$ cat src/stt_pkg.sv
// Shared types, character codes and helper functions of the source text tokenizer.
package stt_pkg;

  localparam int POS_BITS = 16;
  localparam int FIELD_BITS = 16;
  localparam int MAX_RESULTS = 3;
  localparam logic [POS_BITS-1:0] POS_MAX = {POS_BITS{1'b1}};

  localparam logic [7:0] CH_NUL = 8'h00;
  localparam logic [7:0] CH_TAB = 8'h09;
  localparam logic [7:0] CH_NL = 8'h0A;
  localparam logic [7:0] CH_CR = 8'h0D;
  localparam logic [7:0] CH_SPACE = 8'h20;
  localparam logic [7:0] CH_PLUS = 8'h2B;
  localparam logic [7:0] CH_MINUS = 8'h2D;
  localparam logic [7:0] CH_DOT = 8'h2E;
  localparam logic [7:0] CH_SLASH = 8'h2F;
  localparam logic [7:0] CH_EQ = 8'h3D;
  localparam logic [7:0] CH_GT = 8'h3E;
  localparam logic [7:0] CH_PIPE = 8'h7C;

  typedef enum logic [3:0] {
    KIND_IDENT  = 4'd0,
    KIND_NUMBER = 4'd1,
    KIND_DOT    = 4'd2,
    KIND_PIPE   = 4'd3,
    KIND_EQ     = 4'd4,
    KIND_EQEQ   = 4'd5,
    KIND_ARROW  = 4'd6,
    KIND_PLUS   = 4'd7,
    KIND_MINUS  = 4'd8,
    KIND_ERROR  = 4'd9,
    KIND_EOF    = 4'd10
  } kind_t;

  typedef enum logic [2:0] {
    MODE_IDLE    = 3'd0,
    MODE_IDENT   = 3'd1,
    MODE_NUMBER  = 3'd2,
    MODE_NUMDOT  = 3'd3,
    MODE_SLASH   = 3'd4,
    MODE_COMMENT = 3'd5,
    MODE_EQ      = 3'd6,
    MODE_DONE    = 3'd7
  } mode_t;

  typedef struct packed {
    logic [7:0] text_byte;
    logic       end_of_text;
  } in_item_t;

  typedef struct packed {
    logic [3:0]            token_kind;
    logic                  is_lexeme_char;
    logic [7:0]            lexeme_char;
    logic [FIELD_BITS-1:0] token_line;
    logic [FIELD_BITS-1:0] token_column;
    logic [FIELD_BITS-1:0] token_length;
    logic                  last;
  } out_item_t;

  // All results caused by one request, slot 0 first.
  typedef struct packed {
    out_item_t [MAX_RESULTS-1:0] item;
    logic [1:0]                  count;
  } result_bundle_t;

  function automatic logic is_letter(input logic [7:0] c);
    return (c >= 8'h61 && c <= 8'h7A) || (c >= 8'h41 && c <= 8'h5A);
  endfunction

  function automatic logic is_digit(input logic [7:0] c);
    return c >= 8'h30 && c <= 8'h39;
  endfunction

  function automatic logic [POS_BITS-1:0] sat_inc(input logic [POS_BITS-1:0] v);
    return (v == POS_MAX) ? v : v + 1'b1;
  endfunction

  // Low field bits of a position counter, zero-extended when the counter is narrower.
  function automatic logic [FIELD_BITS-1:0] pos_field(input logic [POS_BITS-1:0] v);
    logic [POS_BITS+FIELD_BITS-1:0] w;
    w = {{FIELD_BITS{1'b0}}, v};
    return w[FIELD_BITS-1:0];
  endfunction

  function automatic out_item_t mk_item(input kind_t kind, input logic islex,
                                        input logic [7:0] ch,
                                        input logic [POS_BITS-1:0] ln,
                                        input logic [POS_BITS-1:0] col,
                                        input logic [POS_BITS-1:0] len);
    out_item_t r;
    r.token_kind = kind;
    r.is_lexeme_char = islex;
    r.lexeme_char = ch;
    r.token_line = pos_field(ln);
    r.token_column = pos_field(col);
    r.token_length = pos_field(len);
    r.last = 1'b0;
    return r;
  endfunction

endpackage

$ cat src/stt_scan.sv
// Scanner state and the single-pass logic that turns one byte into its results.
module stt_scan (
  input  logic                    clk,
  input  logic                    rst,
  input  logic                    accept,
  input  stt_pkg::in_item_t       item,
  output stt_pkg::result_bundle_t bundle
);

  stt_pkg::mode_t                 mode, mode_next;
  logic [stt_pkg::POS_BITS-1:0]   line_cnt, line_cnt_next;
  logic [stt_pkg::POS_BITS-1:0]   col_cnt, col_cnt_next;
  logic [stt_pkg::POS_BITS-1:0]   start_line, start_line_next;
  logic [stt_pkg::POS_BITS-1:0]   start_col, start_col_next;
  logic [stt_pkg::POS_BITS-1:0]   lex_cnt, lex_cnt_next;

  stt_pkg::out_item_t             res [0:stt_pkg::MAX_RESULTS-1];
  logic [1:0]                     n;
  logic                           do_idle;
  logic                           is_end;
  logic [7:0]                     c;
  logic [stt_pkg::POS_BITS-1:0]   dot_col;
  stt_pkg::kind_t                 word_kind;

  always_comb begin
    c = item.text_byte;
    is_end = item.end_of_text || (c == stt_pkg::CH_NUL);
    mode_next = mode;
    line_cnt_next = line_cnt;
    col_cnt_next = col_cnt;
    start_line_next = start_line;
    start_col_next = start_col;
    lex_cnt_next = lex_cnt;
    n = 2'd0;
    do_idle = 1'b0;
    for (int i = 0; i < stt_pkg::MAX_RESULTS; i++) begin
      res[i] = '0;
    end
    dot_col = (col_cnt == stt_pkg::POS_MAX) ? stt_pkg::POS_MAX : col_cnt - 1'b1;
    word_kind = (mode == stt_pkg::MODE_IDENT) ? stt_pkg::KIND_IDENT : stt_pkg::KIND_NUMBER;

    if (mode != stt_pkg::MODE_DONE) begin
      if (is_end) begin
        unique case (mode)
          stt_pkg::MODE_IDENT, stt_pkg::MODE_NUMBER: begin
            res[n] = stt_pkg::mk_item(word_kind, 1'b0, 8'd0, start_line, start_col, lex_cnt);
            n = n + 2'd1;
          end
          stt_pkg::MODE_NUMDOT: begin
            res[n] = stt_pkg::mk_item(stt_pkg::KIND_NUMBER, 1'b0, 8'd0, start_line,
                                      start_col, lex_cnt);
            n = n + 2'd1;
            res[n] = stt_pkg::mk_item(stt_pkg::KIND_DOT, 1'b0, 8'd0, line_cnt, dot_col, '0);
            n = n + 2'd1;
          end
          stt_pkg::MODE_SLASH: begin
            res[n] = stt_pkg::mk_item(stt_pkg::KIND_ERROR, 1'b0, 8'd0, start_line,
                                      start_col, '0);
            n = n + 2'd1;
          end
          stt_pkg::MODE_EQ: begin
            res[n] = stt_pkg::mk_item(stt_pkg::KIND_EQ, 1'b0, 8'd0, start_line, start_col, '0);
            n = n + 2'd1;
          end
          default: begin
          end
        endcase
        res[n] = stt_pkg::mk_item(stt_pkg::KIND_EOF, 1'b0, 8'd0, line_cnt, col_cnt, '0);
        n = n + 2'd1;
        mode_next = stt_pkg::MODE_DONE;
      end else begin
        unique case (mode)
          stt_pkg::MODE_IDENT: begin
            if (stt_pkg::is_letter(c)) begin
              lex_cnt_next = stt_pkg::sat_inc(lex_cnt);
              res[n] = stt_pkg::mk_item(stt_pkg::KIND_IDENT, 1'b1, c, start_line, start_col, '0);
              n = n + 2'd1;
            end else begin
              res[n] = stt_pkg::mk_item(stt_pkg::KIND_IDENT, 1'b0, 8'd0, start_line,
                                        start_col, lex_cnt);
              n = n + 2'd1;
              do_idle = 1'b1;
            end
          end
          stt_pkg::MODE_NUMBER: begin
            if (stt_pkg::is_digit(c)) begin
              lex_cnt_next = stt_pkg::sat_inc(lex_cnt);
              res[n] = stt_pkg::mk_item(stt_pkg::KIND_NUMBER, 1'b1, c, start_line,
                                        start_col, '0);
              n = n + 2'd1;
            end else if (c == stt_pkg::CH_DOT) begin
              mode_next = stt_pkg::MODE_NUMDOT;
            end else begin
              res[n] = stt_pkg::mk_item(stt_pkg::KIND_NUMBER, 1'b0, 8'd0, start_line,
                                        start_col, lex_cnt);
              n = n + 2'd1;
              do_idle = 1'b1;
            end
          end
          stt_pkg::MODE_NUMDOT: begin
            if (stt_pkg::is_digit(c)) begin
              lex_cnt_next = stt_pkg::sat_inc(stt_pkg::sat_inc(lex_cnt));
              res[n] = stt_pkg::mk_item(stt_pkg::KIND_NUMBER, 1'b1, stt_pkg::CH_DOT,
                                        start_line, start_col, '0);
              n = n + 2'd1;
              res[n] = stt_pkg::mk_item(stt_pkg::KIND_NUMBER, 1'b1, c, start_line,
                                        start_col, '0);
              n = n + 2'd1;
              mode_next = stt_pkg::MODE_NUMBER;
            end else begin
              // Dot not followed by a digit: close the number, then emit the dot.
              res[n] = stt_pkg::mk_item(stt_pkg::KIND_NUMBER, 1'b0, 8'd0, start_line,
                                        start_col, lex_cnt);
              n = n + 2'd1;
              res[n] = stt_pkg::mk_item(stt_pkg::KIND_DOT, 1'b0, 8'd0, line_cnt, dot_col, '0);
              n = n + 2'd1;
              do_idle = 1'b1;
            end
          end
          stt_pkg::MODE_SLASH: begin
            if (c == stt_pkg::CH_SLASH) begin
              mode_next = stt_pkg::MODE_COMMENT;
            end else begin
              res[n] = stt_pkg::mk_item(stt_pkg::KIND_ERROR, 1'b0, 8'd0, start_line,
                                        start_col, '0);
              n = n + 2'd1;
              do_idle = 1'b1;
            end
          end
          stt_pkg::MODE_COMMENT: begin
            if (c == stt_pkg::CH_NL) begin
              mode_next = stt_pkg::MODE_IDLE;
            end
          end
          stt_pkg::MODE_EQ: begin
            if (c == stt_pkg::CH_EQ) begin
              res[n] = stt_pkg::mk_item(stt_pkg::KIND_EQEQ, 1'b0, 8'd0, start_line,
                                        start_col, '0);
              n = n + 2'd1;
              mode_next = stt_pkg::MODE_IDLE;
            end else if (c == stt_pkg::CH_GT) begin
              res[n] = stt_pkg::mk_item(stt_pkg::KIND_ARROW, 1'b0, 8'd0, start_line,
                                        start_col, '0);
              n = n + 2'd1;
              mode_next = stt_pkg::MODE_IDLE;
            end else begin
              res[n] = stt_pkg::mk_item(stt_pkg::KIND_EQ, 1'b0, 8'd0, start_line,
                                        start_col, '0);
              n = n + 2'd1;
              do_idle = 1'b1;
            end
          end
          default: begin
            do_idle = 1'b1;
          end
        endcase

        // Rescan the byte from the idle mode.
        if (do_idle) begin
          mode_next = stt_pkg::MODE_IDLE;
          if (stt_pkg::is_letter(c) || stt_pkg::is_digit(c)) begin
            start_line_next = line_cnt;
            start_col_next = col_cnt;
            lex_cnt_next = {{(stt_pkg::POS_BITS-1){1'b0}}, 1'b1};
            mode_next = stt_pkg::is_letter(c) ? stt_pkg::MODE_IDENT : stt_pkg::MODE_NUMBER;
            res[n] = stt_pkg::mk_item(stt_pkg::is_letter(c) ? stt_pkg::KIND_IDENT
                                                            : stt_pkg::KIND_NUMBER,
                                      1'b1, c, line_cnt, col_cnt, '0);
            n = n + 2'd1;
          end else if (c == stt_pkg::CH_EQ || c == stt_pkg::CH_SLASH) begin
            start_line_next = line_cnt;
            start_col_next = col_cnt;
            mode_next = (c == stt_pkg::CH_EQ) ? stt_pkg::MODE_EQ : stt_pkg::MODE_SLASH;
          end else if (c == stt_pkg::CH_SPACE || c == stt_pkg::CH_TAB ||
                       c == stt_pkg::CH_CR || c == stt_pkg::CH_NL) begin
            // Whitespace: nothing to emit.
          end else begin
            unique case (c)
              stt_pkg::CH_DOT:   res[n] = stt_pkg::mk_item(stt_pkg::KIND_DOT, 1'b0, 8'd0,
                                                           line_cnt, col_cnt, '0);
              stt_pkg::CH_PIPE:  res[n] = stt_pkg::mk_item(stt_pkg::KIND_PIPE, 1'b0, 8'd0,
                                                           line_cnt, col_cnt, '0);
              stt_pkg::CH_PLUS:  res[n] = stt_pkg::mk_item(stt_pkg::KIND_PLUS, 1'b0, 8'd0,
                                                           line_cnt, col_cnt, '0);
              stt_pkg::CH_MINUS: res[n] = stt_pkg::mk_item(stt_pkg::KIND_MINUS, 1'b0, 8'd0,
                                                           line_cnt, col_cnt, '0);
              default:           res[n] = stt_pkg::mk_item(stt_pkg::KIND_ERROR, 1'b0, 8'd0,
                                                           line_cnt, col_cnt, '0);
            endcase
            n = n + 2'd1;
          end
        end

        if (c == stt_pkg::CH_NL) begin
          line_cnt_next = stt_pkg::sat_inc(line_cnt);
          col_cnt_next = '0;
        end else begin
          col_cnt_next = stt_pkg::sat_inc(col_cnt);
        end
      end
    end

    if (n != 2'd0) begin
      res[n - 2'd1].last = 1'b1;
    end

    for (int i = 0; i < stt_pkg::MAX_RESULTS; i++) begin
      bundle.item[i] = res[i];
    end
    bundle.count = n;
  end

  always_ff @(posedge clk) begin
    if (rst) begin
      mode <= stt_pkg::MODE_IDLE;
      line_cnt <= {{(stt_pkg::POS_BITS-1){1'b0}}, 1'b1};
      col_cnt <= '0;
      start_line <= '0;
      start_col <= '0;
      lex_cnt <= '0;
    end else if (accept) begin
      mode <= mode_next;
      line_cnt <= line_cnt_next;
      col_cnt <= col_cnt_next;
      start_line <= start_line_next;
      start_col <= start_col_next;
      lex_cnt <= lex_cnt_next;
    end
  end

endmodule

$ cat src/source_text_tokenizer_top.sv
// Top level of the source text tokenizer: scanner plus result register with drain queue.
//
//   channel   direction  handshake              payload
//   src       in         src_valid/src_ready    src_item (stt_pkg::in_item_t)
//   tok       out        tok_valid/tok_ready    tok_item (stt_pkg::out_item_t)
//
// A request is scanned in the cycle it is accepted; its zero to three results land in a
// three-slot result register in the following cycle and drain one per cycle from slot 0
// while tok_ready is high. A new request is taken when the slots are empty or the last
// one leaves this cycle, so a stream of bytes with at most one result each flows at one
// byte per cycle while tok_ready holds; a byte with more results holds the source side while the slots drain.
// Reset (rst, synchronous) empties the slots and returns the scanner to line 1, column 0.
// A stall on tok holds the slots and, once they are not draining, src_ready.
module source_text_tokenizer_top (
  input  logic               clk,
  input  logic               rst,
  input  logic               src_valid,
  output logic               src_ready,
  input  stt_pkg::in_item_t  src_item,
  output logic               tok_valid,
  input  logic               tok_ready,
  output stt_pkg::out_item_t tok_item
);

  stt_pkg::result_bundle_t bundle;
  stt_pkg::out_item_t      slot [0:stt_pkg::MAX_RESULTS-1];
  logic [1:0]              cnt;
  logic                    accept;
  logic                    pop;

  // Scanner: state advances only on an accepted request.
  stt_scan u_scan (
    .clk    (clk),
    .rst    (rst),
    .accept (accept),
    .item   (src_item),
    .bundle (bundle)
  );

  assign tok_valid = (cnt != 2'd0);
  assign tok_item = slot[0];
  assign pop = tok_valid && tok_ready;
  // Take a request when the slots are free, or the final pending result leaves now.
  assign src_ready = (cnt == 2'd0) || (cnt == 2'd1 && tok_ready);
  assign accept = src_valid && src_ready;

  // Slot count: load a fresh bundle, or drop one result per pop.
  always_ff @(posedge clk) begin
    if (rst) begin
      cnt <= 2'd0;
    end else if (accept) begin
      cnt <= bundle.count;
    end else if (pop) begin
      cnt <= cnt - 2'd1;
    end
  end

  // Payload slots: load from the scanner, or advance toward slot 0 on a pop.
  always_ff @(posedge clk) begin
    if (accept) begin
      for (int i = 0; i < stt_pkg::MAX_RESULTS; i++) begin
        slot[i] <= bundle.item[i];
      end
    end else if (pop) begin
      for (int i = 0; i < stt_pkg::MAX_RESULTS - 1; i++) begin
        slot[i] <= slot[i+1];
      end
    end
  end

endmodule

$ cat config.mk
export PLATFORM = sky130hd
export DESIGN_NAME = source_text_tokenizer_top
export DESIGN_NICKNAME = d
export VERILOG_FILES = /design/src/stt_pkg.sv /design/src/stt_scan.sv /design/src/source_text_tokenizer_top.sv
export SDC_FILE = /design/constraint.sdc
export NUM_CORES = 1
export LEC_CHECK = 0
export BUFFER_PORTS_ARGS = -buffer_cell sky130_fd_sc_hd__buf_2
export CAP_MARGIN = 20
export CORE_ASPECT_RATIO = 0.5
export CORE_MARGIN = 1
export CORE_UTILIZATION = 45
export CTS_CLUSTER_SIZE = 10
export DETAILED_ROUTE_END_ITERATION = 8
export HOLD_SLACK_MARGIN = 0.06
export SYNTH_ARGS = -nofsm -noshare
export SYNTH_HDL_FRONTEND = slang
export SYNTH_SLANG_ARGS = --single-unit
export TNS_END_PERCENT = 50
$ cat constraint.sdc
create_clock -name clk -period 4.9 [get_ports clk]
set_clock_uncertainty 0.15 [all_clocks]
set_input_delay 0.98 -clock clk [delete_from_list [all_inputs] [get_ports clk]]
set_output_delay 0.98 -clock clk [all_outputs]
set_load 0.01 [all_outputs]
==> reports/results.tsv <==
stage	metric	value	unit
outcome	status	finished, final reports clean	
yosys	yosysSeqAreaShare	0.4386	
setup_path	critPathRequiredTime	5.16	ns
yosys	synth_xor_area_frac	0.02308	
setup_path	cp-start-kind	flop	
timing	max_freq	220.5	MHz
clock_tree	holdBufCountCts	0	
run	maxCapViolCount	0	
detailed_routing	firstDrtPassIters	5	
setup_path	cp_common_cell	ha_1	
yosys	ys_ff_latch	239	
layout	fin_nets	1558	
layout	seqCellArea	6326	um2
setup_path	r2r-start	u_scan.lex_cnt[1]	
global_routing	grt_use_total	0.2737	
timing	setup_viol	0	
yosys	yosysTopAreaCell	edfxtp_1	
setup_path	crit_cells	13	
setup_path	r2r_slack	0.37	ns
placement	pre_cts_slack	0.4406	ns
setup_path	reg2reg_depth	13	
timing	fin_crit	4.535	ns
setup_path	critPathTopFamily	simple AND/OR/NAND/NOR gates	
clock_tree	clkSlewWorstSetupHoldPaths	0.06	ns
yosys	yosys-top-cells-area	edfxtp_1 32%, dfxtp_1 12%, a221oi_1 4.6%	
floorplan	fp.coreArea	30910	um2
detailed_routing	drcViolationCount	0	
clock_tree	cts_buffers	28	
global_routing	gr-total-overflow	0	
setup_path	slowest_stage	ha_1	
timing	layout_setup_ws	0.3651	ns
timing	setup_tns	0	ns
placement	hpwl	27.73	mm
yosys	synthDistinctLibCells	84	
yosys	yosys.area_share.adder	0.01128	
setup_path	critPathMaxFanout	13	
clock_tree	cts_setup_buffers	0	
timing	final_max_slew_viol_count	0	
yosys	synth_nets	1614	
detailed_routing	postRouteAntennaNets	0	
power	peakVddDrop	422.8	uV
yosys	synth_flop_cell	edfxtp_1	
floorplan	initial_core_util	0.4666	
clock_tree	cts_tree	built	
yosys	netlist_instances	1588	
yosys	synth-simple-area-share	0.1931	
detailed_routing	vias_per_cell	6.492	
layout	diodes	0	
setup_path	worstSetupPathType	flop to flop	
floorplan	die-area	32810	um2
yosys	yosysTopAreaCellShare	0.3206	
detailed_routing	wl_per_cell	22.85	um
timing	min_period_over_period	0.9255	
timing	holdWs	0.3650	ns
yosys	syn_area_per_cell	9.082	um2
detailed_routing	via_count	12830	
global_routing	antenna_found_initial	0	
floorplan	num_rows	45	
clock_tree	insertion_delay	0.58	ns
timing	slew_headroom	0.3288	
floorplan	ios	77	
global_routing	grt_pass1_wl	69.81	mm
timing	rsz0062_at_grt	no	
clock_tree	cts_htree_levels	1	
setup_path	worstPathCellList	ha_1 > nand4_1 > nor4_2 > buf_4 > xnor2_1 > ha_1 > o21ai_0 > a31oi_1 > o221a_2 > nand4_2 > xor2_1 > a2111oi_2 > nor3_1	
placement	globalplace.congestion	0.9512	
yosys	synth_top_family_by_area	compound AO/OA/AOI/OAI gates	
floorplan	die_y	128.6	um
timing	tightest_slew	1.007	ns
layout	nFillCells	2898	
setup_path	crit_end	u_scan.lex_cnt[0]	
clock_tree	root_buffer	clkbuf_16	
layout	area_growth_syn_to_layout	7.643	%
power	pwr_density_cell	540.2	nW/um2
clock_tree	cts-resized-gates	0	
clock_tree	cts_sinks	239	
global_routing	first_global_vias	11990	
layout	layout-drive-gt1-share	0.1268	
detailed_routing	drtIter0Drc	1594	
yosys	synth_edf_count	154	
layout	multi_input_area	6959	um2
yosys	synth_commonest_cells	157 x nand2_1, 154 x edfxtp_1, 152 x nor2_1	
yosys	synth_compound_area_frac	0.2249	
timing	hold_violations	0	
setup_path	crit_path_start	u_scan.lex_cnt[1]	
global_routing	grt_max_degree	71	
yosys	netlist_area	14420	um2
setup_path	critical_path.max_stage_delay	0.52	ns
clock_tree	clockBufferDepth	3	
setup_path	end_kind	flop	
yosys	muxShareOfSynthArea	0.02568	
layout	fin_util	0.5022	
setup_path	crit_arrival	4.80	ns
setup_path	crit_buf_inv	1	
detailed_routing	wl	45.17	mm
worst_hold_path	hold_path_class	flop to flop	
yosys	post-synth-top-count-cell	nand2_1	
floorplan	die_w	255.2	um
power	p_leak	5.368	nW
yosys	ys_async_sr_fraction	0	
setup_path	r2r_end	u_scan.lex_cnt[0]	
placement	port_buffers	76	
yosys	yosysWarnings	0	
==> power by group <==
| group | leakage [nW] | internal, mW | total [mW] | switching (mW) |
|---|---|---|---|---|
| clock network | 0.387 | 1.08 | 1.94 | 0.860 |
| logic | 2.76 | 0.958 | 3.36 | 2.40 |
| registers | 2.23 | 2.91 | 3.09 | 0.180 |
==> logic make-up after synthesis <==
group                    after synthesis
AO/OA/AOI/OAI                        450
flip-flops                           239
multiplexers                          37
adder cells (fa/ha/maj)               13
buffers and inverters                240
AND/OR/NAND/NOR                      570
XOR/XNOR                              38
other                                  1
==> worst register-to-register path, stage by stage (launching register included) <==
cell	delay (ns)
dfxtp_1	0.47
ha_1	0.52
nand4_1	0.36
nor4_2	0.36
buf_4	0.20
xnor2_1	0.17
ha_1	0.22
o21ai_0	0.09
a31oi_1	0.28
o221a_2	0.41
nand4_2	0.40
xor2_1	0.30
a2111oi_2	0.39
nor3_1	0.09
==> metrics by stage <==
| stage | instance area, um2 | cells | total power, mW |
|---|---|---|---|
| after floorplan | 14420 | 1588 | 5.393 |
| after global placement | 14700 | 1925 | 6.388 |
| after detailed placement | 14700 | 1925 | 6.419 |
| after CTS | 15520 | 1977 | 8.361 |
| after global routing | 15520 | 1977 | 8.798 |
| final | 15520 | 1977 | 8.387 |
==> worst min-delay path by stage <==
stage	startpoint	to	slack [ns]	cells after the start
after detailed placement	slot[0][89]	slot[0][27]	0.36	2
final	slot[0][114]	slot[0][52]	0.37	2
after CTS	slot[0][106]	slot[0][44]	0.37	2
after global placement	cnt[1]	cnt[1]	0.33	2
after floorplan	cnt[1]	cnt[1]	0.32	2
after global routing	slot[0][107]	slot[0][45]	0.39	2
==> flip-flops by register name (all words and copies together), names as in the netlist <==
signal and cells:
slot 154, u_scan.col_cnt 16, u_scan.lex_cnt 16, u_scan.line_cnt 16, u_scan.start_col 16, u_scan.start_line 16, u_scan.mode 3, cnt 2
==> routing by layer <==
layer,vias to the layer above,wire [um],global-route usage
li1,5769,-,-
met1,6332,20520,0.3930
met2,646,20180,0.4277
met3,87,3586,0.04087
met4,0,885,0.07996
met5,-,0,0
==> layout make-up <==
class | count | share of cell area
multi-input cells | 1109 | 0.4483
flip-flops and latches | 239 | 0.4075
clock buffers | 50 | 0.05045
repair buffers | 126 | 0.05029
well taps | 423 | 0.03409
inverters | 28 | 0.006931
clock inverters | 2 | 0.002498
==> cells in the final DEF (no fill, tap or decap), drive strengths merged, types with 16 or more instances in the layout <==
| master | instances |
|---|---|
| nand3 | 45 |
| a221oi | 76 |
| a21o | 16 |
| xor2 | 22 |
| nand4 | 24 |
| edfxtp | 154 |
| inv | 26 |
| dfxtp | 85 |
| or3 | 22 |
| xnor2 | 16 |
| a21oi | 86 |
| a32oi | 17 |
| nor2 | 153 |
| buf | 126 |
| a22o | 16 |
| nand2 | 157 |
| nor3 | 40 |
| clkbuf | 50 |
| a211oi | 16 |
| mux2i | 37 |
| o21ai | 87 |
| o31ai | 45 |
| and2 | 60 |
No activity file was read; power rests on OpenSTA's default activity.
